**config.mk**
```make
export PLATFORM = sky130hd
export DESIGN_NAME = ccc_sqrt
export DESIGN_NICKNAME = d
export VERILOG_FILES = /design/src/hw/rtl/assert_macros.svh /design/src/hw/rtl/ccc_pkg.sv /design/src/hw/rtl/ccc_sqrt.sv
export SDC_FILE = /design/constraint.sdc
export NUM_CORES = 2
export LEC_CHECK = 0
export BUFFER_PORTS_ARGS = -buffer_cell sky130_fd_sc_hd__buf_2
export CAP_MARGIN = 20
export CORE_MARGIN = 1.5
export CORE_UTILIZATION = 40
export DETAILED_ROUTE_END_ITERATION = 6
export MAX_ROUTING_LAYER = met4
export PLACE_DENSITY = 0.63
export SYNTH_ARGS = -nofsm -noshare
export SYNTH_HDL_FRONTEND = slang
export SYNTH_SLANG_ARGS = --single-unit
```
**constraint.sdc**
```tcl
create_clock -name i_clk -period 2.7 [get_ports i_clk]
set_input_delay 0.54 -clock i_clk [delete_from_list [all_inputs] [get_ports i_clk]]
set_output_delay 0.54 -clock i_clk [all_outputs]
set_load 0.02 [all_outputs]
```
**src/hw/rtl/assert_macros.svh**
```systemverilog
// assertion macros for the collision contact rtl, used by ccc_back
`ifndef ASSERT_MACROS_SVH
`define ASSERT_MACROS_SVH

// clocked check, switched off while reset is held
`define CCC_ASSERT_RST(lbl, clk, rst_n, prop, msg) \
    lbl: assert property (@(posedge clk) disable iff (!rst_n) prop) else $error(msg);

// clocked check that also holds across reset
`define CCC_ASSERT(lbl, clk, prop, msg) \
    lbl: assert property (@(posedge clk) prop) else $error(msg);

`endif

```
**src/hw/rtl/ccc_pkg.sv**
```systemverilog
// shared types and defaults for the collision contact pipeline
package ccc_pkg;

    localparam int CCC_COORD_WIDTH      = 24;
    localparam int CCC_NORMAL_FRAC_BITS = 14;

    // per-word flags that travel with the data down the pipeline
    typedef struct packed {
        logic box;
        logic hit;
        logic sdx;
        logic sdy;
    } t_flags;

endpackage

```
**src/hw/rtl/ccc_sqrt.sv**
```systemverilog
// pipelined integer square root, one root bit per stage
module ccc_sqrt import ccc_pkg::*; #(
    parameter int N      = CCC_COORD_WIDTH + 1,
    parameter int SIDE_W = 1
) (
    input  logic              i_clk,
    input  logic              i_rst_n,
    input  logic              i_valid,
    input  logic [2*N-1:0]    i_rad,
    input  logic [SIDE_W-1:0] i_side,
    output logic              o_valid,
    output logic [N-1:0]      o_root,
    output logic [SIDE_W-1:0] o_side
);

    logic [N+1:0]      w_rem  [N];
    logic [N-1:0]      w_root [N];
    logic [2*N-1:0]    w_rad  [N];
    logic [SIDE_W-1:0] w_side [N];
    logic              w_valid[N];

    logic [N+1:0]      r_rem  [N-1];
    logic [2*N-1:0]    r_rad  [N-1];
    logic [N-1:0]      r_root [N];
    logic [SIDE_W-1:0] r_side [N];
    logic              r_valid[N];

    for (genvar k = 0; k < N; k++) begin : g_stage
        localparam int P = 2 * (N - 1 - k);
        logic [N+2:0] cur, trial, diff;
        logic [N+1:0] n_rem;
        logic [N-1:0] n_root;

        // stage inputs
        if (k == 0) begin : g_first
            assign w_rem[k]   = '0;
            assign w_root[k]  = '0;
            assign w_rad[k]   = i_rad;
            assign w_side[k]  = i_side;
            assign w_valid[k] = i_valid;
        end else begin : g_next
            assign w_rem[k]   = r_rem[k-1];
            assign w_root[k]  = r_root[k-1];
            assign w_rad[k]   = r_rad[k-1];
            assign w_side[k]  = r_side[k-1];
            assign w_valid[k] = r_valid[k-1];
        end

        // bring in two radicand bits and try the next root bit
        always_comb begin
            cur   = {w_rem[k][N:0], w_rad[k][P+1:P]};
            trial = {1'b0, w_root[k], 2'b01};
            diff  = cur - trial;
            if (cur >= trial) begin
                n_rem  = diff[N+1:0];
                n_root = {w_root[k][N-2:0], 1'b1};
            end else begin
                n_rem  = cur[N+1:0];
                n_root = {w_root[k][N-2:0], 1'b0};
            end
        end

        always_ff @(posedge i_clk) begin
            if (!i_rst_n) begin
                r_valid[k] <= 1'b0;
            end else begin
                r_valid[k] <= w_valid[k];
            end
            r_root[k] <= n_root;
            r_side[k] <= w_side[k];
        end

        // remainder and radicand are not needed past the last stage
        if (k < N - 1) begin : g_keep
            always_ff @(posedge i_clk) begin
                r_rem[k] <= n_rem;
                r_rad[k] <= w_rad[k];
            end
        end
    end

    assign o_valid = r_valid[N-1];
    assign o_root  = r_root[N-1];
    assign o_side  = r_side[N-1];

endmodule

```
==> metrics.cfg <==
[floorplanning]
num_rows = 136
die_y_um = 376
die_w_um = 376
initial_core_util_pct = 40.4
ios = 81
core_um2 = 138000
dieArea_um2 = 142000

[routing]
wl_per_cell_um = 14.7
vias = 39157
vias_per_cell = 4.75
drt-pass1-iter-count = 5
drtIter0Drc = 2087
drc_errors = 0
ant_nets = 0
routed_wl_mm = 121

[synthesis]
yosysWarnings = 0
netlist_area_um2 = 55800
ys.flop_type = dfxtp_1
syn_nets = 5787
async_flop_share_pct = 0
ys_ff_latch = 1564
seq_area_frac_synth_pct = 56.1
synth_edf_count = 0
ys_types = 90
avgSynthCellArea_um2 = 10.4
netlist_instances = 5381

[setup_path]
path_class = reg2reg
setup.worst_path.start_class = flip-flop
crit_chain = inv_2 > ha_4 > buf_6 > nand3_2 > nor2_2 > a311o_1 > o41a_1 > a221o_1 > a41oi_2 > nor2b_2 > xnor2_1 > mux2_4
critPathRequiredTime_ns = 3.37
end_kind = flip-flop
max_stage_delay_ns = 0.43
path_max_fanout = 5
rr_endpoint = r_rem[2][156]
cp_top_family = compound AO/OA/AOI/OAI gates
cp.arrival_ns = 3.55
crit-reg2reg-launch = r_root[5][5]
reg2reg_depth = 12
crit_path_top_delay_cell = o41a_1
r2r_slack_ns = -0.18
cp_num_buf_inv = 2

[power_and_ir_drop]
power_density_nw_per_um2 = 897
power_uw = 65300
p_seq_share_pct = 45.7
p_int_uw = 46700
clkPwrFrac_pct = 34.3
ir_worst_vdd_mv = 0.634
switching_share_pct = 28.5
leakage_uw = 0.0335
power.switching_uw = 18600
p_comb_share_pct = 20.0

[timing]
relSlewSlack_pct = 52.3
max_freq_mhz = 347
setup_tns_ns = -3.51
fin_ws_ns = -0.182
worst_clock_skew_ns = 0.0499
rsz0062_at_grt = yes
post-route-period-util_pct = 107
hold_viol = 0
min_period_ns = 2.88
slew_violations = 0
setup_violations = 49
worst_pin_slew_ns = 0.709

[outcome]
violations = negative setup slack
status = finished with violations

[worst_hold_path]
hold_path_class = in2reg
hold_end = r_valid[0][1]
min_path_cells = 2
min_from = i_rst_n

[place]
dpl.hpwl_mm = 86.8
place_congestion = 0.898
dp.cells = 7793
io_buffer_count = 80

[job]
max_cap_violations = 0

[global_route]
antenna_found_initial = 0
grt_max_degree = 37
track_usage_pct = 17.1
grt_pass1_wl_mm = 193
overflow = 0
grt_pass1_vias = 38747

[cts]
clock_sinks = 1564
cts_inserted_buffers = 156
clockBufferDepth = 3
clockRootBuffer = clkbuf_16
clk_latency_ns = 0.80
path_clk_slew_ns = 0.06
htreeDepth = 4
cts_tree = yes

[finish]
syn2layout_area_growth_pct = 30.3
final_nets = 6654
fin_cells = 8241
final_layout_size_suffix_gt1_share_pct = 24.7
antennaDiodeCount = 0

## power by group through the flow
stage	registers, uW	clock network [uW]	logic (uW)
6_report	29800	22400	13100
5_1_grt	30300	24100	14400
4_1_cts	29600	23100	12100
3_5_place_dp	30000	0	11600
3_3_place_gp	30000	0	11400
2_1_floorplan	29100	0	7940
## cell usage in the layout (no fill, tap or decap), drive strengths merged, types with 26 or more instances in the layout
cell         instances
dlygate4sd3         53
ha                 352
xnor2              236
o31ai               41
a21o               109
a21oi              304
xor2               239
nor3               144
nand3               75
and2                36
or4                 31
a31oi               32
clkbuf             230
nor2               299
dfxtp             1564
o21ai              287
nand2b              67
nor4                73
or3                 46
o21a                77
a211oi              27
mux2                42
buf                732
nand4               47
nand2              371
inv                448
clkinv              41
nor2b               61
and3                26
## synthesized netlist by cell type (8+ instances only)
cell type,n,area [um2]
clkbuf_1,64,240
nor3_1,143,716
nand2_1,371,1390
nand3_1,74,370
o31ai_1,41,308
nand3b_1,15,113
dfxtp_1,1564,31300
o21ai_0,285,1430
nor2_1,297,1110
nor3b_1,10,75.1
mux2i_1,9,90.1
o21a_1,77,578
and2_1,35,219
a31oi_1,32,200
or3_1,46,288
a21boi_0,8,60.1
xor2_1,239,2090
and3_1,26,163
o31a_1,12,105
nand4b_1,8,70.1
a21o_1,109,818
buf_2,13,65.1
nand4_1,47,294
inv_1,443,1660
o211ai_1,20,150
mux2_2,42,473
a21oi_1,304,1520
nand2b_1,67,419
a2111oi_0,9,78.8
ha_1,352,4400
nor4_1,70,438
a211oi_1,27,203
xnor2_1,236,2070
or4_1,29,218
o41ai_1,8,70.1
or2_2,24,150
nor2b_1,61,382
a211o_1,9,78.8
o21bai_1,21,158
## logic make-up after synthesis
logic type               synth area share (%)
AND/OR/NAND/NOR                          12.2
multiplexers                             1.01
AO/OA/AOI/OAI                            11.7
buffers and inverters                    3.60
flip-flops                               56.1
adder cells (fa/ha/maj)                  7.89
XOR/XNOR                                 7.46
other                                 0.00672
## routing by layer
metal  up-vias  GRT usage [%]  wire length [um]
met1     18191           20.9             54900
met2       655           28.7             58400
li1      20106              -                 -
met5         -              -                 0
met4         0           5.96              3390
met3       205           2.65              4420
## flip-flops by register name, summed over array words and instances (netlist names)
register	cells
r_rem	589
r_valid	25
r_rad	600
r_root	325
r_side	25
## area by class of cell
type                            count  area [um2]
Inverter                          446        1690
Tap cell                         1863        2330
Fill cell                       12036       65300
Clock buffer                      223        4430
Multi-Input combinational cell   3288       25400
Sequential cell                  1564       31400
Timing Repair Buffer              792        6390
Clock inverter                     65        1100
## how the worst max path moves through the flow
stage                   from             to  slack (ns)  cells past startpoint
2_1_floorplan  r_root[4][75]  r_rem[2][122]       -0.10                     12
3_3_place_gp   r_root[5][53]  r_rem[2][211]       -0.29                     12
3_5_place_dp   r_root[5][53]  r_rem[2][214]       -0.31                     12
4_1_cts        r_root[4][75]  r_rem[2][133]       -0.13                     13
5_1_grt        r_root[4][76]  r_rem[2][133]       -0.28                     13
6_report        r_root[5][5]  r_rem[2][156]       -0.18                     12
## worst register-to-register path: stages (launching register included)
cell and delay [ns]:
dfxtp_2 0.33, inv_2 0.04, ha_4 0.22, buf_6 0.13, nand3_2 0.08, nor2_2 0.04, a311o_1 0.40, o41a_1 0.43
a221o_1 0.39, a41oi_2 0.22, nor2b_2 0.20, xnor2_1 0.07, mux2_4 0.26
## what timing repair did
item / in CTS / in global routing
gates cloned: 2 / 9
gates resized for setup: 225 / 456
hold buffers: 53 / 0
pin swaps: 72 / 178
buffers inserted: 36 / 63
hold endpoints to repair: 53 / 0
endpoints found under the setup margin: 250 / 372
## stage by stage
step	area, um2	setup slack (ns)	utilization, %	hold WS, ns
after detailed placement	62700	-0.310	45.4	0.312
final	72700	-0.182	52.7	0.148
after global placement	62700	-0.291	45.4	0.310
after global routing	72700	-0.277	52.7	0.133
after floorplan	56000	-0.101	-	0.310
after CTS	70100	-0.132	50.8	0.0782
Note: power is estimated with default switching activity, not from simulation.
