**src/hw/rtl/assert_macros.svh**
```systemverilog
// assertion macros for the collision contact rtl, used by ccc_back
`ifndef ASSERT_MACROS_SVH
`define ASSERT_MACROS_SVH

// clocked check, switched off while reset is held
`define CCC_ASSERT_RST(lbl, clk, rst_n, prop, msg) \
    lbl: assert property (@(posedge clk) disable iff (!rst_n) prop) else $error(msg);

// clocked check that also holds across reset
`define CCC_ASSERT(lbl, clk, prop, msg) \
    lbl: assert property (@(posedge clk) prop) else $error(msg);

`endif

```
**src/hw/rtl/ccc_pkg.sv**
```systemverilog
// shared types and defaults for the collision contact pipeline
package ccc_pkg;

    localparam int CCC_COORD_WIDTH      = 24;
    localparam int CCC_NORMAL_FRAC_BITS = 14;

    // per-word flags that travel with the data down the pipeline
    typedef struct packed {
        logic box;
        logic hit;
        logic sdx;
        logic sdy;
    } t_flags;

endpackage

```
**src/hw/rtl/ccc_front.sv**
```systemverilog
// front stages: closest point, offsets, squares and hit compare
module ccc_front import ccc_pkg::*; #(
    parameter int W = CCC_COORD_WIDTH
) (
    input  logic                i_clk,
    input  logic                i_rst_n,
    input  logic                i_valid,
    input  logic                i_req_type,
    input  logic signed [W-1:0] i_center_x,
    input  logic signed [W-1:0] i_center_y,
    input  logic        [W-2:0] i_circle_radius,
    input  logic signed [W-1:0] i_other_x,
    input  logic signed [W-1:0] i_other_y,
    input  logic        [W-2:0] i_other_radius,
    input  logic        [W-2:0] i_box_width,
    input  logic        [W-2:0] i_box_height,
    output logic                o_valid,
    output t_flags              o_flags,
    output logic      [2*W+1:0] o_dsq,
    output logic          [W:0] o_magdx,
    output logic          [W:0] o_magdy,
    output logic        [W-1:0] o_reach,
    output logic        [W-2:0] o_r,
    output logic        [W-1:0] o_cx,
    output logic        [W-1:0] o_cy,
    output logic        [W-1:0] o_px,
    output logic        [W-1:0] o_py
);

    // stage 1: extended coordinates, box far edges, reach
    logic              r1_valid, r1_box;
    logic signed [W:0] r1_cxe, r1_cye, r1_oxe, r1_oye, r1_hxe, r1_hye;
    logic    [W-2:0]   r1_r;
    logic    [W-1:0]   r1_reach;
    logic signed [W:0] n1_hxe, n1_hye;
    logic    [W-1:0]   n1_reach;

    always_comb begin
        n1_hxe   = $signed({i_other_x[W-1], i_other_x}) + $signed({2'b00, i_box_width});
        n1_hye   = $signed({i_other_y[W-1], i_other_y}) + $signed({2'b00, i_box_height});
        n1_reach = i_req_type ? {1'b0, i_circle_radius}
                              : {1'b0, i_circle_radius} + {1'b0, i_other_radius};
    end

    always_ff @(posedge i_clk) begin
        if (!i_rst_n) begin
            r1_valid <= 1'b0;
        end else begin
            r1_valid <= i_valid;
        end
        r1_box   <= i_req_type;
        r1_cxe   <= {i_center_x[W-1], i_center_x};
        r1_cye   <= {i_center_y[W-1], i_center_y};
        r1_oxe   <= {i_other_x[W-1], i_other_x};
        r1_oye   <= {i_other_y[W-1], i_other_y};
        r1_hxe   <= n1_hxe;
        r1_hye   <= n1_hye;
        r1_r     <= i_circle_radius;
        r1_reach <= n1_reach;
    end

    // stage 2: clamp to the box and take the offsets
    logic              r2_valid, r2_box;
    logic signed [W:0] r2_dx, r2_dy;
    logic    [W-1:0]   r2_cx, r2_cy, r2_px, r2_py, r2_reach;
    logic    [W-2:0]   r2_r;
    logic signed [W:0] n2_tx, n2_ty;

    always_comb begin
        n2_tx = r1_oxe;
        n2_ty = r1_oye;
        if (r1_box) begin
            if (r1_cxe < r1_oxe) begin
                n2_tx = r1_oxe;
            end else if (r1_cxe > r1_hxe) begin
                n2_tx = r1_hxe;
            end else begin
                n2_tx = r1_cxe;
            end
            if (r1_cye < r1_oye) begin
                n2_ty = r1_oye;
            end else if (r1_cye > r1_hye) begin
                n2_ty = r1_hye;
            end else begin
                n2_ty = r1_cye;
            end
        end
    end

    always_ff @(posedge i_clk) begin
        if (!i_rst_n) begin
            r2_valid <= 1'b0;
        end else begin
            r2_valid <= r1_valid;
        end
        r2_box   <= r1_box;
        r2_dx    <= r1_cxe - n2_tx;
        r2_dy    <= r1_cye - n2_ty;
        r2_cx    <= r1_cxe[W-1:0];
        r2_cy    <= r1_cye[W-1:0];
        r2_px    <= n2_tx[W-1:0];
        r2_py    <= n2_ty[W-1:0];
        r2_reach <= r1_reach;
        r2_r     <= r1_r;
    end

    // stage 3: magnitudes and squares
    logic             r3_valid, r3_box, r3_sdx, r3_sdy;
    logic [W:0]       r3_magdx, r3_magdy;
    logic [2*W+1:0]   r3_sqx, r3_sqy;
    logic [2*W-1:0]   r3_rsq;
    logic [W-1:0]     r3_cx, r3_cy, r3_px, r3_py, r3_reach;
    logic [W-2:0]     r3_r;
    logic [W:0]       n3_magdx, n3_magdy;
    logic [2*W+1:0]   n3_sqx, n3_sqy;
    logic [2*W-1:0]   n3_rsq;

    always_comb begin
        n3_magdx = r2_dx[W] ? -r2_dx : r2_dx;
        n3_magdy = r2_dy[W] ? -r2_dy : r2_dy;
        n3_sqx   = n3_magdx * n3_magdx;
        n3_sqy   = n3_magdy * n3_magdy;
        n3_rsq   = r2_reach * r2_reach;
    end

    always_ff @(posedge i_clk) begin
        if (!i_rst_n) begin
            r3_valid <= 1'b0;
        end else begin
            r3_valid <= r2_valid;
        end
        r3_box   <= r2_box;
        r3_sdx   <= r2_dx[W];
        r3_sdy   <= r2_dy[W];
        r3_magdx <= n3_magdx;
        r3_magdy <= n3_magdy;
        r3_sqx   <= n3_sqx;
        r3_sqy   <= n3_sqy;
        r3_rsq   <= n3_rsq;
        r3_cx    <= r2_cx;
        r3_cy    <= r2_cy;
        r3_px    <= r2_px;
        r3_py    <= r2_py;
        r3_reach <= r2_reach;
        r3_r     <= r2_r;
    end

    // stage 4: squared distance and strict compare
    logic [2*W+1:0] n4_dsq;

    always_comb begin
        n4_dsq = r3_sqx + r3_sqy;
    end

    always_ff @(posedge i_clk) begin
        if (!i_rst_n) begin
            o_valid <= 1'b0;
        end else begin
            o_valid <= r3_valid;
        end
        o_flags.box <= r3_box;
        o_flags.hit <= n4_dsq < {2'b00, r3_rsq};
        o_flags.sdx <= r3_sdx;
        o_flags.sdy <= r3_sdy;
        o_dsq       <= n4_dsq;
        o_magdx     <= r3_magdx;
        o_magdy     <= r3_magdy;
        o_reach     <= r3_reach;
        o_r         <= r3_r;
        o_cx        <= r3_cx;
        o_cy        <= r3_cy;
        o_px        <= r3_px;
        o_py        <= r3_py;
    end

endmodule

```
**config.mk**
```make
export PLATFORM = sky130hd
export DESIGN_NAME = ccc_front
export DESIGN_NICKNAME = d
export VERILOG_FILES = /design/src/hw/rtl/assert_macros.svh /design/src/hw/rtl/ccc_pkg.sv /design/src/hw/rtl/ccc_front.sv
export SDC_FILE = /design/constraint.sdc
export NUM_CORES = 2
export LEC_CHECK = 0
export BUFFER_PORTS_ARGS = -buffer_cell sky130_fd_sc_hd__buf_4
export CAP_MARGIN = 20
export CORE_ASPECT_RATIO = 0.8
export CORE_MARGIN = 5
export CORE_UTILIZATION = 60
export DETAILED_ROUTE_END_ITERATION = 16
export MAX_ROUTING_LAYER = met4
export PLACE_DENSITY = 0.78
export SYNTH_ARGS = -nofsm -noshare
export SYNTH_HDL_FRONTEND = slang
export SYNTH_SLANG_ARGS = --single-unit
```
**constraint.sdc**
```tcl
create_clock -name i_clk -period 11.6 [get_ports i_clk]
set_input_delay 0.58 -clock i_clk [delete_from_list [all_inputs] [get_ports i_clk]]
set_output_delay 0.58 -clock i_clk [all_outputs]
set_load 0.005 [all_outputs]
```
==> run summary <==
final setup violation count - 0
Yosys reg bits - 977
H-tree levels - 3
max_cap viols - 0
Post-route DRC - 0
commonest non-fill, non-tap cells in the layout - 2076 x inv_1, 1361 x fa_1, 977 x dfxtp_1, 840 x ha_1, 589 x nand2_1
# fillers - 10700
Final ANT Viol Nets - 0
post-layout util - 67.7%
critical path class - reg -> reg
Synth Instances - 8480
FP Rows - 122
global-route wire length before repair - 349000 um
FMAX - 94.2 MHz
post-synth top area share - 32.8%
XOR/XNOR Fraction of Synth Area - 3.41%
Worst-Skew Late Latency - 0.73 ns
largest net degree at the start of global routing - 50
DRT iter0 DRCs - 4600
crit-path max FO - 23
fin crit period - 10.61 ns
crit-path max cell delay - 0.87 ns
initial antenna violation count - 10
vias in the first global route - 63700
post-synthesis sequential area ratio - 23.5%
run status - completed
GP Congestion - 0.968
port bufs - 439
DIE AREA - 146000 um2
commonest non-fill, non-tap cell in the layout - inv_1
Crit-path slowest cell - clkinv_1
Worst-path clk slew - 0.06 ns
CTS Root Cell - clkbuf_16
final critical-path share of the clock period - 91.5%
synthesized area per cell - 9.80 um2
Fin Hold WS - 0.0791 ns
Post-CTS Setup Inserts - 0
Post-synth EDFFs - 0
top cells by area, synth - fa_1 33%, dfxtp_1 24%, ha_1 13%
vias - 59300
layout cells sized above 1 - 8.03%
crit end category - flop
setup ws final - 0.987 ns
IO Pins - 440
Total Routing Usage GR - 31.5%
CTS tree - done
chip height - 343 um
CTS Buf Count - 94
drt pass-1 iters - 8
Post-Synth Adder-Cell Area - 45.4%
final hold vios - 0
Post-Synthesis Cell Area - 83100 um2
Worst-Margin Slew - 1.09 ns
Worst Path Arrival - 11.27 ns
Starting Density - 60.2%
Syn. warnings - 0
Slew Limit Fails - 0
slew margin rel. - 27.3%
Routed WL per cell - 19.8 um
worst endpoint required time - 12.25 ns
total gr overflow - 0
pre-CTS setup slack - 1.16 ns
crit start category - flop
CTS sink count - 977
HP Class - in -> reg
final setup TNS - 0 ns
Vias/cell - 5.38
Die Wd - 426 um
Compound-Gate Fraction of Synth Area - 8.12%
skew final - 0.0368 ns
area delta synth->final - 12.4%
CP most frequent cell - fa_1
final WL - 218000 um
core box area - 138000 um2
mux contribution to synthesized area - 0.113%
count of different cell masters after synthesis - 82
RSZ-0062 raised after global routing - no
largest family of logic cells by synthesized area - adder cells
final net count - 11500
share of synthesized registers carrying an async set or reset - 0%
cell taking the most area after synthesis - fa_1
simple-gate portion of the synthesized area - 9.12%
Post-synth top flop - dfxtp_1
DPL Wire Length - 174000 um
Max Buffers Root-to-Sink - 3
sequential cells by signal (all words and copies together) (netlist names), 25 cells and up:
signal,count
r3_rsq,46
r2_dx,25
r2_dy,25
o_magdy,25
r3_sqx,49
r1_hye,25
r3_sqy,49
r1_hxe,25
o_dsq,50
o_magdx,25
per-stage QoR:
stage | area (um2) | instances
floorplan | 83200 | 8514
global route | 93400 | 11000
finish | 93400 | 11000
detailed placement | 88900 | 10700
global placement | 88900 | 10700
CTS | 93400 | 11000
synthesized netlist by cell type (7+ instances only):
library cell	count
nand4_1	45
a31oi_1	35
nor2_1	548
o21bai_1	41
xor2_1	128
o31ai_1	23
inv_1	2076
ha_1	840
xnor2_1	192
dfxtp_1	977
o2111ai_1	10
fa_1	1361
clkinv_1	14
a221oi_1	8
buf_1	9
nor3_1	44
o31a_1	15
nor2b_1	39
clkbuf_1	155
nor4_1	8
a211o_1	12
or2_2	14
nand2_1	589
nand3b_1	8
nand2b_1	44
o21ai_0	178
o21a_1	43
and3_1	24
a21o_1	234
a211oi_1	44
o41ai_1	9
and2_1	180
o211ai_1	12
and4_1	9
a21oi_1	287
a21boi_0	11
or3_1	17
o221ai_1	7
a2111oi_0	10
nand3_1	72
layer usage:
layer  global-route usage, %  share of wire (%)  vias up
met4                    9.89                3.7        0
met2                    48.1                 45     2362
li1                        -                  -    27200
met5                       -                  0        -
met3                    7.02                9.0      478
met1                    42.3                 42    29300
cells by family after synthesis:
kind of cell | Yosys count
flops | 977
xor+xnor | 321
simple gates | 1671
other cells | 2
compound gates | 1033
fa+ha+maj | 2201
mux | 9
buf+inv | 2266
timing repair:
item                                    CTS  global route
resized for setup                         0             0
endpoints found under the hold margin   119             0
hold buffers                            119             0
endpoints found under the setup margin    0             0
area by class of cell:
| cell class | instances | area, um2 | share of cell area [%] |
|---|---|---|---|
| inverter | 2095 | 7870 | 8.42 |
| clock inverter | 51 | 727 | 0.778 |
| clock buffer | 120 | 2560 | 2.74 |
| sequential | 977 | 19600 | 20.9 |
| antenna | 6 | 15.0 | 0.0161 |
| multi-input combinational | 5271 | 55200 | 59.1 |
| timing repair buffer | 646 | 5150 | 5.51 |
| tap | 1860 | 2330 | 2.49 |
path summary, 6_finish.rpt:
path,depth (start not counted),endpoint,from,slack (ns)
setup / recovery,31,r3_sqx[43]$_DFF_P_,r2_dx[0]$_DFF_P_,0.99
setup reg to reg,31,r3_sqx[43]$_DFF_P_,r2_dx[0]$_DFF_P_,0.99
hold / removal,2,r1_valid$_SDFF_PN0_,i_valid,0.08
hold reg to reg,0,r3_cy[8]$_DFF_P_,r2_cy[8]$_DFF_P_,0.31
critical path, delay by kind of cell (launching register included):
| kind | cells | cell delay, ns |
|---|---|---|
| flops | 1 | 0.39 |
| simple gates | 5 | 0.93 |
| buf+inv | 7 | 1.94 |
| xor+xnor | 2 | 0.72 |
| fa+ha+maj | 9 | 4.03 |
| compound gates | 8 | 2.54 |
Power is not shown: default switching activity piles up to over one toggle a cycle in this logic, so the estimate is an artifact.
