`src/hw/rtl/assert_macros.svh`:
```
// assertion macros for the collision contact rtl, used by ccc_back
`ifndef ASSERT_MACROS_SVH
`define ASSERT_MACROS_SVH

// clocked check, switched off while reset is held
`define CCC_ASSERT_RST(lbl, clk, rst_n, prop, msg) \
    lbl: assert property (@(posedge clk) disable iff (!rst_n) prop) else $error(msg);

// clocked check that also holds across reset
`define CCC_ASSERT(lbl, clk, prop, msg) \
    lbl: assert property (@(posedge clk) prop) else $error(msg);

`endif

```
`src/hw/rtl/ccc_pkg.sv`:
```
// shared types and defaults for the collision contact pipeline
package ccc_pkg;

    localparam int CCC_COORD_WIDTH      = 24;
    localparam int CCC_NORMAL_FRAC_BITS = 14;

    // per-word flags that travel with the data down the pipeline
    typedef struct packed {
        logic box;
        logic hit;
        logic sdx;
        logic sdy;
    } t_flags;

endpackage

```
`src/hw/rtl/ccc_div.sv`:
```
// pipelined two-lane restoring divider for the normal components
module ccc_div import ccc_pkg::*; #(
    parameter int W      = CCC_COORD_WIDTH,
    parameter int NF     = CCC_NORMAL_FRAC_BITS,
    parameter int SIDE_W = 1
) (
    input  logic              i_clk,
    input  logic              i_rst_n,
    input  logic              i_valid,
    input  logic [W:0]        i_magdx,
    input  logic [W:0]        i_magdy,
    input  logic [W:0]        i_dist,
    input  logic [SIDE_W-1:0] i_side,
    output logic              o_valid,
    output logic [NF:0]       o_qx,
    output logic [NF:0]       o_qy,
    output logic [SIDE_W-1:0] o_side
);

    localparam int QB = NF + 1;
    localparam int CW = W + NF + 2;

    logic [CW-1:0]     w_rem  [QB][2];
    logic [QB-1:0]     w_q    [QB][2];
    logic [W:0]        w_dist [QB];
    logic [SIDE_W-1:0] w_side [QB];
    logic              w_valid[QB];

    logic [CW-1:0]     r_rem  [QB-1][2];
    logic [W:0]        r_dist [QB-1];
    logic [QB-1:0]     r_q    [QB][2];
    logic [SIDE_W-1:0] r_side [QB];
    logic              r_valid[QB];

    // rounded numerator: |d| scaled up plus half the divisor
    logic [CW-1:0] num_x, num_y;
    assign num_x = CW'({i_magdx, {NF{1'b0}}}) + CW'(i_dist >> 1);
    assign num_y = CW'({i_magdy, {NF{1'b0}}}) + CW'(i_dist >> 1);

    for (genvar k = 0; k < QB; k++) begin : g_stage
        localparam int B = QB - 1 - k;
        logic [CW-1:0] dsh;
        logic [CW-1:0] n_rem [2];
        logic [QB-1:0] n_q   [2];

        if (k == 0) begin : g_first
            assign w_rem[k][0] = num_x;
            assign w_rem[k][1] = num_y;
            assign w_q[k][0]   = '0;
            assign w_q[k][1]   = '0;
            assign w_dist[k]   = i_dist;
            assign w_side[k]   = i_side;
            assign w_valid[k]  = i_valid;
        end else begin : g_next
            assign w_rem[k][0] = r_rem[k-1][0];
            assign w_rem[k][1] = r_rem[k-1][1];
            assign w_q[k][0]   = r_q[k-1][0];
            assign w_q[k][1]   = r_q[k-1][1];
            assign w_dist[k]   = r_dist[k-1];
            assign w_side[k]   = r_side[k-1];
            assign w_valid[k]  = r_valid[k-1];
        end

        // subtract the shifted divisor where it fits, one quotient bit per lane
        always_comb begin
            dsh = CW'(w_dist[k]) << B;
            for (int l = 0; l < 2; l++) begin
                if (w_rem[k][l] >= dsh) begin
                    n_rem[l] = w_rem[k][l] - dsh;
                    n_q[l]   = w_q[k][l] | (QB'(1) << B);
                end else begin
                    n_rem[l] = w_rem[k][l];
                    n_q[l]   = w_q[k][l];
                end
            end
        end

        always_ff @(posedge i_clk) begin
            if (!i_rst_n) begin
                r_valid[k] <= 1'b0;
            end else begin
                r_valid[k] <= w_valid[k];
            end
            r_q[k][0] <= n_q[0];
            r_q[k][1] <= n_q[1];
            r_side[k] <= w_side[k];
        end

        if (k < QB - 1) begin : g_keep
            always_ff @(posedge i_clk) begin
                r_rem[k][0] <= n_rem[0];
                r_rem[k][1] <= n_rem[1];
                r_dist[k]   <= w_dist[k];
            end
        end
    end

    assign o_valid = r_valid[QB-1];
    assign o_qx    = r_q[QB-1][0];
    assign o_qy    = r_q[QB-1][1];
    assign o_side  = r_side[QB-1];

endmodule

```
`config.mk`:
```
export PLATFORM = sky130hd
export DESIGN_NAME = ccc_div
export DESIGN_NICKNAME = d
export VERILOG_FILES = /design/src/hw/rtl/assert_macros.svh /design/src/hw/rtl/ccc_pkg.sv /design/src/hw/rtl/ccc_div.sv
export SDC_FILE = /design/constraint.sdc
export NUM_CORES = 2
export LEC_CHECK = 0
export BUFFER_PORTS_ARGS = -buffer_cell sky130_fd_sc_hd__buf_2
export CAP_MARGIN = 20
export CORE_ASPECT_RATIO = 1.2
export CORE_MARGIN = 10
export CORE_UTILIZATION = 58
export CTS_CLUSTER_SIZE = 16
export DETAILED_ROUTE_END_ITERATION = 16
export HOLD_SLACK_MARGIN = 0.05
export PLACE_DENSITY = 0.77
export REMOVE_ABC_BUFFERS = 1
export SYNTH_ARGS = -nofsm -noshare
export SYNTH_HDL_FRONTEND = slang
export SYNTH_SLANG_ARGS = --single-unit
```
`constraint.sdc`:
```
create_clock -name i_clk -period 5.6 [get_ports i_clk]
set_input_delay 1.4 -clock i_clk [delete_from_list [all_inputs] [get_ports i_clk]]
set_output_delay 1.4 -clock i_clk [all_outputs]
set_load 0.02 [all_outputs]
```
==> results.sh <==
export IMPL_status="completed"
export IMPL_synth_most_common_cell="dfxtp_1"
export IMPL_ir_worst_vdd_uv=432
export IMPL_rsz0062_at_grt="false"
export IMPL_min_period_ns=5.28
export IMPL_r2r_start="r_dist[0][134]"
export IMPL_pwr_share_clk_pct=19.3
export IMPL_grt_overflow=0
export IMPL_num_rows=149
export IMPL_drive_gt1_share_pct=8.76
export IMPL_fp_dieH_um=428
export IMPL_syn_area_mm2=0.0806
export IMPL_placed_area_mm2=0.0843
export IMPL_portBuffers=110
export IMPL_path_class="input port to flop"
export IMPL_synth_top_area_share_pct=38.0
export IMPL_synth_xor_xnor_area_share_pct=8.50
export IMPL_diodes=0
export IMPL_synth_edf_count=0
export IMPL_r2r_setup_slack_ns=0.93
export IMPL_hold_depth=0
export IMPL_drtAntennaViolNets=0
export IMPL_grt_antenna_before_repair=3
export IMPL_min_from="r_q[3][13]"
export IMPL_yosysWarnings=0
export IMPL_ys_flop_type="dfxtp_1"
export IMPL_grt_max_degree=54
export IMPL_vias=67800
export IMPL_busiest_layer="met2"
export IMPL_io_pins=111
export IMPL_numCtsBuffers=154
export IMPL_ys_top_cells_by_count="1,530 x dfxtp_1, 829 x nand2_1, 756 x ha_1"
export IMPL_crit_arrival_ns=5.97
export IMPL_p_sw_share_pct=41.5
export IMPL_drv_cap=0
export IMPL_grt_use_total_pct=30.1
export IMPL_p_seq_share_pct=31.2
export IMPL_slew_headroom_pct=18.3
export IMPL_synth_area_leader_cell="dfxtp_1"
export IMPL_syn_to_final_growth_pct=11.5
export IMPL_wire_per_inst_um=21.3
export IMPL_drtPass1Iterations=6
export IMPL_ys_seq_area_share_pct=38.0
export IMPL_finalHoldViolCount=0
export IMPL_cts_tree="done"
export IMPL_nNetsFinal=10300
export IMPL_grt_pass1_wl_um=371000
export IMPL_grt_pass1_vias=68400
export IMPL_coreArea_mm2=0.138
export IMPL_h_tree_depth=4
export IMPL_synthArstFlopShare_pct=0
export IMPL_hpwl_um=196000
export IMPL_clk_latency_ns=0.82
export IMPL_r2r_end="r_rem[0][517]"
export IMPL_synth_simple_area_share_pct=15.6
export IMPL_synth_area_leaders="dfxtp_1 38%, ha_1 12%, xnor2_1 4.5%, a21oi_1 4.4%, o21ai_0 4.0%"
export IMPL_synth_cell_types=116
export IMPL_synthAdderAreaFrac_pct=12.5
export IMPL_hold_buffers=0
export IMPL_end_kind="flop"
export IMPL_drt_iter0_drc=4345
export IMPL_hp_class="flop to flop"
export IMPL_gp_congestion=1.02
export IMPL_post_route_util_pct=65.3
export IMPL_critPathLaunchType="input port"
export IMPL_p_int_mw=33.6
export IMPL_p_per_area_mw_per_mm2=638
export IMPL_syn_instance_count=9136
export IMPL_cts_sinks=1530
export IMPL_hold_path_endpoint="r_q[4][13]"
export IMPL_start_util_pct=58.5
export IMPL_die_w_um=360
export IMPL_clk_pin_slew_ns=0.06
export IMPL_ys_ff_latch=1530
export IMPL_tightest_slew_ns=1.23
export IMPL_routed_wl_um=242000
export IMPL_p_sw_mw=23.8
export IMPL_reg2regPathDepth=13
export IMPL_die_area_mm2=0.154
export IMPL_cp_startpoint="i_dist[15]"
export IMPL_use_met2_pct=56.0
export IMPL_power_frac_comb_pct=49.5
export IMPL_path_max_fanout=17
export IMPL_worstPathRequired_ns=6.29
export IMPL_gr_usage_met1_pct=27.7
export IMPL_hold_slack_ns=0.314
export IMPL_vias_per_cell=5.97
export IMPL_max_freq_mhz=189
export IMPL_syn_area_per_cell_um2=8.83
export IMPL_cts_buffer_depth=3
export IMPL_synth_top_family_by_area="compound AO/OA/AOI/OAI gates"
export IMPL_finalSetupViolations=0
export IMPL_finalMaxSlewViolations=0
export IMPL_drc=0
export IMPL_fillers=11400
export IMPL_synth_compound_area_share_pct=19.9
export IMPL_leakage_nw=40.2
export IMPL_finClkSkew_ns=0.0330
export IMPL_synthMuxAreaShare_pct=1.75
export IMPL_fin_area_mm2=0.0899
export IMPL_root_buffer="clkbuf_16"
export IMPL_final_setup_tns_ns=0
export IMPL_use_met3_pct=4.88
export IMPL_period_share_pct=94.3
==> power by group through the flow <==
| stage | registers (mW) | clock network, mW | logic, mW |
|---|---|---|---|
| 2_1_floorplan | 16.8 | 0 | 20.8 |
| 3_3_place_gp | 17.9 | 0 | 27.1 |
| 3_5_place_dp | 18.0 | 0 | 27.7 |
| 4_1_cts | 17.8 | 11.3 | 27.9 |
| 5_1_grt | 18.2 | 11.7 | 31.1 |
| 6_report | 17.9 | 11.1 | 28.4 |
==> per-stage QoR <==
stage                     cells  setup slack, ns  power [mW]
after floorplan            8953            -1.17        37.6
after global placement    11100           -0.623        45.0
after detailed placement  11100           -0.656        45.7
after CTS                 11400            0.183        57.0
after global routing      11400          0.00151        61.0
final                     11400            0.319        57.4
==> critical path, stage by stage <==
cell and delay [ns]:
buf_2 0.13, ha_1 0.21, buf_4 0.14, a21o_1 0.15
a21oi_1 0.24, o21bai_1 0.14, a31oi_2 0.22, o21ai_0 0.12
o211a_1 0.16, buf_4 0.14, o31a_1 0.33, nand3_1 0.13
xnor2_1 0.15, ha_1 0.30, a21o_1 0.19, a21o_1 0.18
a21oi_1 0.17, o211ai_1 0.11, a21oi_2 0.17, nand2_1 0.08
a41o_1 0.28, nor3_4 0.28, buf_12 0.20, mux2_2 0.34
==> layer usage <==
layer | wire length, um | part of all wire, % | vias to the layer above
met5 | 33 | 0.014 | -
met4 | 26100 | 11 | 4
met3 | 10600 | 4.4 | 1012
met2 | 122000 | 51 | 2222
met1 | 82400 | 34 | 31600
li1 | - | - | 32900
==> sequential cells by signal, indices dropped and copies added, names as in the netlist <==
register / flops
r_dist: 350
r_rem: 910
r_q: 240
r_valid: 15
r_side: 15
==> what timing repair did <==
item	4_1_cts	5_1_grt
endpoints found under the setup margin	0	28
resized for setup	0	8
setup buffers	0	1
==> cell type report <==
type | count | area, um2 | share of cell area [%]
timing repair buffer | 317 | 2150 | 2.39
clock buffer | 206 | 4440 | 4.94
multi-input combinational | 6816 | 47000 | 52.3
sequential | 1530 | 30600 | 34.1
tap | 1812 | 2270 | 2.52
clock inverter | 78 | 1090 | 1.21
inverter | 607 | 2280 | 2.54
==> cell families after synthesis <==
| family | after synthesis |
|---|---|
| simple gates | 2597 |
| compound gates | 2524 |
| flops | 1530 |
| buf+inv | 790 |
| fa+ha+maj | 786 |
| xor+xnor | 783 |
| mux | 126 |
==> worst max path at each step <==
stage                   end  slack (ns)
5_1_grt        r_rem[0][39]       0.002
6_report       r_rem[0][15]        0.32
2_1_floorplan  r_rem[0][70]       -1.17
3_5_place_dp   r_rem[0][39]       -0.66
4_1_cts        r_rem[0][39]        0.18
3_3_place_gp   r_rem[0][75]       -0.62
==> layout by cell type, fill, tap and decap left out, types with 23 or more instances in the layout <==
master | netlist | layout
and3_1 | 73 | 73
o31ai_1 | 68 | 68
nand2_1 | 829 | 829
nor3_1 | 191 | 191
a21boi_0 | 37 | 37
o21ai_0 | 652 | 649
xnor2_1 | 418 | 418
nand3_1 | 158 | 157
clkbuf_16 | 0 | 162
buf_2 | 54 | 111
a31oi_1 | 73 | 72
o211ai_1 | 51 | 51
nor2b_1 | 90 | 89
mux2_2 | 106 | 106
ha_1 | 756 | 756
a21oi_1 | 714 | 711
nand2b_1 | 141 | 141
xor2_1 | 365 | 365
or3_1 | 75 | 75
o21a_1 | 101 | 101
dfxtp_1 | 1530 | 1530
or2_2 | 41 | 41
o21ai_1 | 32 | 34
buf_4 | 7 | 201
inv_1 | 600 | 600
nand4_1 | 118 | 118
a21o_1 | 358 | 358
o21bai_1 | 75 | 75
or4_1 | 24 | 24
fa_1 | 30 | 30
a211oi_1 | 60 | 60
nor2_1 | 605 | 602
nor4_1 | 86 | 84
a211o_1 | 23 | 23
and2_1 | 56 | 56
No activity file was read; power rests on OpenSTA's default activity.
