## config.mk

```make
export PLATFORM = sky130hd
export DESIGN_NAME = ccc_back
export DESIGN_NICKNAME = d
export VERILOG_FILES = /design/src/hw/rtl/ccc_pkg.sv /design/src/hw/rtl/ccc_back.sv
export VERILOG_INCLUDE_DIRS = /design/src /design/src/hw/rtl
export SDC_FILE = /design/constraint.sdc
export NUM_CORES = 2
export LEC_CHECK = 0
export BUFFER_PORTS_ARGS = -buffer_cell sky130_fd_sc_hd__buf_2
export CORE_ASPECT_RATIO = 0.6
export CORE_UTILIZATION = 30
export CTS_CLUSTER_SIZE = 12
export DETAILED_ROUTE_END_ITERATION = 16
export PLACE_DENSITY = 0.53
export SYNTH_ARGS = -nofsm -noshare
export SYNTH_HDL_FRONTEND = slang
export SYNTH_SLANG_ARGS = --single-unit
export TNS_END_PERCENT = 5
```

## constraint.sdc

```tcl
create_clock -name i_clk -period 12.89 [get_ports i_clk]
set_input_delay 2.578 -clock i_clk [delete_from_list [all_inputs] [get_ports i_clk]]
set_output_delay 2.578 -clock i_clk [all_outputs]
set_load 0.01 [all_outputs]
```

## src/hw/rtl/assert_macros.svh

```systemverilog
// assertion macros for the collision contact rtl, used by ccc_back
`ifndef ASSERT_MACROS_SVH
`define ASSERT_MACROS_SVH

// clocked check, switched off while reset is held
`define CCC_ASSERT_RST(lbl, clk, rst_n, prop, msg) \
    lbl: assert property (@(posedge clk) disable iff (!rst_n) prop) else $error(msg);

// clocked check that also holds across reset
`define CCC_ASSERT(lbl, clk, prop, msg) \
    lbl: assert property (@(posedge clk) prop) else $error(msg);

`endif

```

## src/hw/rtl/ccc_pkg.sv

```systemverilog
// shared types and defaults for the collision contact pipeline
package ccc_pkg;

    localparam int CCC_COORD_WIDTH      = 24;
    localparam int CCC_NORMAL_FRAC_BITS = 14;

    // per-word flags that travel with the data down the pipeline
    typedef struct packed {
        logic box;
        logic hit;
        logic sdx;
        logic sdy;
    } t_flags;

endpackage

```

## src/hw/rtl/ccc_back.sv

```systemverilog
// back stages: normal sign and clamp, contact point, result register
`include "assert_macros.svh"

module ccc_back import ccc_pkg::*; #(
    parameter int W  = CCC_COORD_WIDTH,
    parameter int NF = CCC_NORMAL_FRAC_BITS
) (
    input  logic                 i_clk,
    input  logic                 i_rst_n,
    input  logic                 i_valid,
    input  t_flags               i_flags,
    input  logic [NF:0]          i_qx,
    input  logic [NF:0]          i_qy,
    input  logic [W:0]           i_dist,
    input  logic [W-1:0]         i_reach,
    input  logic [W-2:0]         i_r,
    input  logic [W-1:0]         i_cx,
    input  logic [W-1:0]         i_cy,
    input  logic [W-1:0]         i_px,
    input  logic [W-1:0]         i_py,
    output logic                 o_done,
    output logic                 o_hit,
    output logic [W-1:0]         o_penetration,
    output logic signed [NF+1:0] o_normal_x,
    output logic signed [NF+1:0] o_normal_y,
    output logic signed [W-1:0]  o_contact_x,
    output logic signed [W-1:0]  o_contact_y
);

    localparam logic [NF:0]       ONE   = {1'b1, {NF{1'b0}}};
    localparam logic [NF+W:0]     HALF  = (NF+W+1)'(1) << (NF - 1);
    localparam logic [W-1:0]      C_MAX = {1'b0, {(W-1){1'b1}}};
    localparam logic [W-1:0]      C_MIN = {1'b1, {(W-1){1'b0}}};
    localparam logic [NF+1:0]     N_POS = {1'b0, ONE};
    localparam logic [NF+1:0]     N_NEG = -{1'b0, ONE};

    // stage 1: clamp quotients, zero-distance case, scale by radius
    logic              r1_valid, r1_box, r1_hit, r1_negx, r1_negy;
    logic [W-1:0]      r1_pen, r1_cx, r1_cy, r1_px, r1_py;
    logic [NF+1:0]     r1_nx, r1_ny;
    logic [NF+W-1:0]   r1_prodx, r1_prody;
    logic              n1_zero, n1_negx, n1_negy;
    logic [NF:0]       n1_mx, n1_my;
    logic [NF+W-1:0]   n1_prodx, n1_prody;

    always_comb begin
        n1_zero  = (i_dist == '0);
        n1_mx    = n1_zero ? ONE : ((i_qx > ONE) ? ONE : i_qx);
        n1_my    = n1_zero ? '0  : ((i_qy > ONE) ? ONE : i_qy);
        n1_negx  = i_flags.sdx & !n1_zero;
        n1_negy  = i_flags.sdy & !n1_zero;
        n1_prodx = n1_mx * i_r;
        n1_prody = n1_my * i_r;
    end

    always_ff @(posedge i_clk) begin
        if (!i_rst_n) begin
            r1_valid <= 1'b0;
        end else begin
            r1_valid <= i_valid;
        end
        r1_box   <= i_flags.box;
        r1_hit   <= i_flags.hit;
        r1_negx  <= n1_negx;
        r1_negy  <= n1_negy;
        r1_pen   <= i_reach - i_dist[W-1:0];
        r1_nx    <= n1_negx ? -{1'b0, n1_mx} : {1'b0, n1_mx};
        r1_ny    <= n1_negy ? -{1'b0, n1_my} : {1'b0, n1_my};
        r1_prodx <= n1_prodx;
        r1_prody <= n1_prody;
        r1_cx    <= i_cx;
        r1_cy    <= i_cy;
        r1_px    <= i_px;
        r1_py    <= i_py;
    end

    // stage 2: round the offset, step back from the center, saturate
    logic [NF+W:0]   sum_x, sum_y;
    logic [W+1:0]    cand_x, cand_y;
    logic [W-1:0]    sat_x, sat_y;

    always_comb begin
        sum_x  = {1'b0, r1_prodx} + HALF;
        sum_y  = {1'b0, r1_prody} + HALF;
        cand_x = r1_negx ? {{2{r1_cx[W-1]}}, r1_cx} + {1'b0, sum_x[NF+W:NF]}
                         : {{2{r1_cx[W-1]}}, r1_cx} - {1'b0, sum_x[NF+W:NF]};
        cand_y = r1_negy ? {{2{r1_cy[W-1]}}, r1_cy} + {1'b0, sum_y[NF+W:NF]}
                         : {{2{r1_cy[W-1]}}, r1_cy} - {1'b0, sum_y[NF+W:NF]};
        if (cand_x[W+1:W-1] == 3'b000 || cand_x[W+1:W-1] == 3'b111) begin
            sat_x = cand_x[W-1:0];
        end else begin
            sat_x = cand_x[W+1] ? C_MIN : C_MAX;
        end
        if (cand_y[W+1:W-1] == 3'b000 || cand_y[W+1:W-1] == 3'b111) begin
            sat_y = cand_y[W-1:0];
        end else begin
            sat_y = cand_y[W+1] ? C_MIN : C_MAX;
        end
    end

    // result word: zero on a miss, but a box contact is always the clamped point
    always_ff @(posedge i_clk) begin
        if (!i_rst_n) begin
            o_done <= 1'b0;
        end else begin
            o_done <= r1_valid;
        end
        o_hit         <= r1_hit;
        o_penetration <= r1_hit ? r1_pen : '0;
        o_normal_x    <= r1_hit ? r1_nx : '0;
        o_normal_y    <= r1_hit ? r1_ny : '0;
        o_contact_x   <= r1_box ? r1_px : (r1_hit ? sat_x : '0);
        o_contact_y   <= r1_box ? r1_py : (r1_hit ? sat_y : '0);
    end

    `CCC_ASSERT(a_done_after_rst, i_clk, !i_rst_n |=> !o_done, "strobe after reset")
    `CCC_ASSERT_RST(a_latency, i_clk, i_rst_n, i_valid |-> ##2 o_done, "word lost in back end")
    `CCC_ASSERT_RST(a_miss_zero, i_clk, i_rst_n, (o_done && !o_hit) |-> (o_penetration == '0 && o_normal_x == '0 && o_normal_y == '0), "miss word not zero")
    `CCC_ASSERT_RST(a_norm_range, i_clk, i_rst_n, (o_done && o_hit) |-> ($signed(o_normal_x) <= $signed(N_POS) && $signed(o_normal_x) >= $signed(N_NEG)), "normal out of range")

endmodule

```

==> impl_metrics.env <==
export IMPL_via_count=27390
export IMPL_cp_num_buf_inv=5
export IMPL_clkTransAtPathRegs_ns=0.06
export IMPL_rsz0062_at_grt="false"
export IMPL_hp_class="reg2reg"
export IMPL_syn_nets=4923
export IMPL_htree_levels=2
export IMPL_synthArstFlopShare_pct=0
export IMPL_max_clock_path_buffers=3
export IMPL_syn_area_per_cell_um2=9.077
export IMPL_grt_overflow=0
export IMPL_fmax_mhz=88.47
export IMPL_fillers=12027
export IMPL_synth_ff_type="dfxtp_1"
export IMPL_rows=97
export IMPL_period_minus_slack_ns=11.30
export IMPL_clock_latency_ns=0.61
export IMPL_dpl_hpwl_mm=82.54
export IMPL_synth_cell_types=97
export IMPL_cp_start_kind="input port"
export IMPL_grt_antenna_before_repair=13
export IMPL_status="finished clean"
export IMPL_drv_slew=0
export IMPL_layout_drive_gt1_share_pct=10.98
export IMPL_grt_pass1_vias=26780
export IMPL_mappedNetlistArea_mm2=0.03538
export IMPL_critPathTopFamily="adder cells"
export IMPL_ctsHoldBuffers=0
export IMPL_ios=311
export IMPL_mostFrequentLayoutCell="inv_1"
export IMPL_power_density_mw_per_mm2=184.1
export IMPL_totalWireLength_mm=105.5
export IMPL_worstPathArrival_ns=11.81
export IMPL_cpPeakStageDelay_ns=0.67
export IMPL_max_cap_violations=0
export IMPL_grt_pass1_wl_mm=162.2
export IMPL_critical_path_max_fanout=65
export IMPL_worst_r2r_startpoint="r1_prodx[14]"
export IMPL_avgRoutedWirePerCell_um=18.59
export IMPL_period_share_pct=87.69
export IMPL_setup_viol=0
export IMPL_ys_ff_latch=313
export IMPL_multiInputGateArea_mm2=0.02598
export IMPL_dpl_cell_area_mm2=0.03837
export IMPL_drc=0
export IMPL_finalSetupTns_ns=0
export IMPL_portBuffers=310
export IMPL_worstSetupPathType="in2reg"
export IMPL_drt_pass1_iter_count=5
export IMPL_worstMarginPinSlew_ns=1.210
export IMPL_area_delta_synth_final_pct=11.86
export IMPL_p_total_uw=7286
export IMPL_clock_skew_ns=0.04407
export IMPL_start_util_pct=30.27
export IMPL_r2r_end="o_contact_x[14]"
export IMPL_cts_buffers=37
export IMPL_slowest_stage="and2_1"
export IMPL_grt_start_max_net_pins=66
export IMPL_final_cell_mix="605 x inv_1, 543 x fa_1, 439 x nand2_1"
export IMPL_first_iter_violations=2241
export IMPL_synth_edf_count=0
export IMPL_reg2reg_setup_slack_ns=5.85
export IMPL_gp_congestion=0.8664
export IMPL_register_area_mm2=0.006269
export IMPL_yosysSeqAreaShare_pct=17.71
export IMPL_max_vdd_ir_drop_mv=0.1218
export IMPL_min_path_cells=1
export IMPL_p_leak_uw=0.01937
export IMPL_holdPathEnd="o_penetration[16]"
export IMPL_cts_sinks=313
export IMPL_avgViaCountPerCell=4.825
export IMPL_hold_violations=0
export IMPL_cts_resized_gates=0
export IMPL_cts_root_buf="clkbuf_16"
export IMPL_die_h_um=268.0
export IMPL_fp_dieW_um=445.4
export IMPL_final_cell_area_mm2=0.03958
export IMPL_cts_tree="built"
export IMPL_crit_top_cell="fa_1"
export IMPL_fin_nets=5092
export IMPL_worstSetupEndpointType="register"
export IMPL_slew_headroom_pct=19.28
export IMPL_grtUsageTotal_pct=17.62
export IMPL_ff2ff_path_depth=21
export IMPL_ys_warn_count=0
export IMPL_die_area_mm2=0.1194
export IMPL_ant_nets=0
export IMPL_min_from="r1_pen[16]"
export IMPL_postCtsSetupRepairBufs=0
export IMPL_core_mm2=0.1169
export IMPL_netlist_instances=3898
export IMPL_worstPathRequired_ns=13.40
layout make-up:
class	instances	share of cell area [%]
inverters	606	5.747
multi-input cells	2757	65.64
flip-flops and latches	313	15.84
diodes	5	0.03161
clock inverters	16	0.5627
clock buffers	44	2.456
well taps	1584	5.008
repair buffers	352	4.717
stage by stage:
stage	instances	worst slack [ns]	utilization, %	hold WS (ns)
final	5677	1.587	33.86	0.4281
after global routing	5676	1.222	33.86	0.4395
after CTS	5672	1.784	33.85	0.4308
after detailed placement	5612	1.190	32.83	0.4169
after global placement	5612	1.358	32.83	0.4131
after floorplan	3898	2.454	-	0.3699
cells by family (layout without fill, tap and decap cells):
group / after synthesis / after routing / synth area share (%)
compound gates: 427 / 427 / 8.445
xor+xnor: 225 / 225 / 5.672
fa+ha+maj: 820 / 820 / 40.52
buf+inv: 828 / 1018 / 8.890
flops: 313 / 313 / 17.71
mux: 7 / 7 / 0.2086
other cells: 0 / 5 / 0
simple gates: 1278 / 1278 / 18.56
worst max path at each step:
stage	from	to	slack, ns	cells past startpoint
6_report	i_qy[2]	r1_prody[36]	1.59	25
5_1_grt	i_qy[2]	r1_prody[36]	1.22	27
4_1_cts	i_qy[2]	r1_prody[36]	1.78	27
3_5_place_dp	i_qy[2]	r1_prody[36]	1.19	25
3_3_place_gp	i_qy[2]	r1_prody[36]	1.36	25
2_1_floorplan	i_qx[0]	r1_prodx[36]	2.45	28
state kept, by name, indices dropped and copies added, names as in the netlist, 24 cells and up:
| name | count |
|---|---|
| r1_prodx | 25 |
| r1_prody | 25 |
| o_contact_x | 24 |
| o_contact_y | 24 |
| o_penetration | 24 |
| r1_cx | 24 |
| r1_cy | 24 |
| r1_pen | 24 |
| r1_px | 24 |
| r1_py | 24 |
Yosys cell counts (all sizes together) (19+ instances only):
master | number | area [um^2]
nor2b | 23 | 143.9
a21oi | 108 | 544.3
nor3 | 52 | 286.5
nand3 | 55 | 280.3
nand4 | 26 | 196.4
a31oi | 27 | 183.9
nand2 | 441 | 1660
nand2b | 26 | 162.7
ha | 277 | 3466
dfxtp | 313 | 6266
xor2 | 55 | 481.7
and3 | 256 | 1607
clkbuf | 201 | 755.7
xnor2 | 169 | 1503
o21ai | 64 | 320.3
a221o | 41 | 410.4
fa | 543 | 10870
a21o | 42 | 315.3
and2 | 199 | 1245
nor4 | 19 | 158.9
o21a | 23 | 172.7
buf | 21 | 115.1
nor2 | 140 | 525.5
inv | 605 | 2271
layer usage:
layer / routed length, um / GRT usage [%]
met1: 54270 / 28.33
met5: 67 / 0
met2: 39570 / 22.54
met3: 10150 / 5.116
met4: 1461 / 3.074
power by group:
group          switching, uW  internal (uW)  leakage (uW)  total [uW]
registers                177           1210       0.00263        1390
clock network            454            605      0.000579        1060
logic                   2790           2040        0.0162        4840
total                   3430           3860        0.0194        7290
No activity file was read; power rests on OpenSTA's default activity.
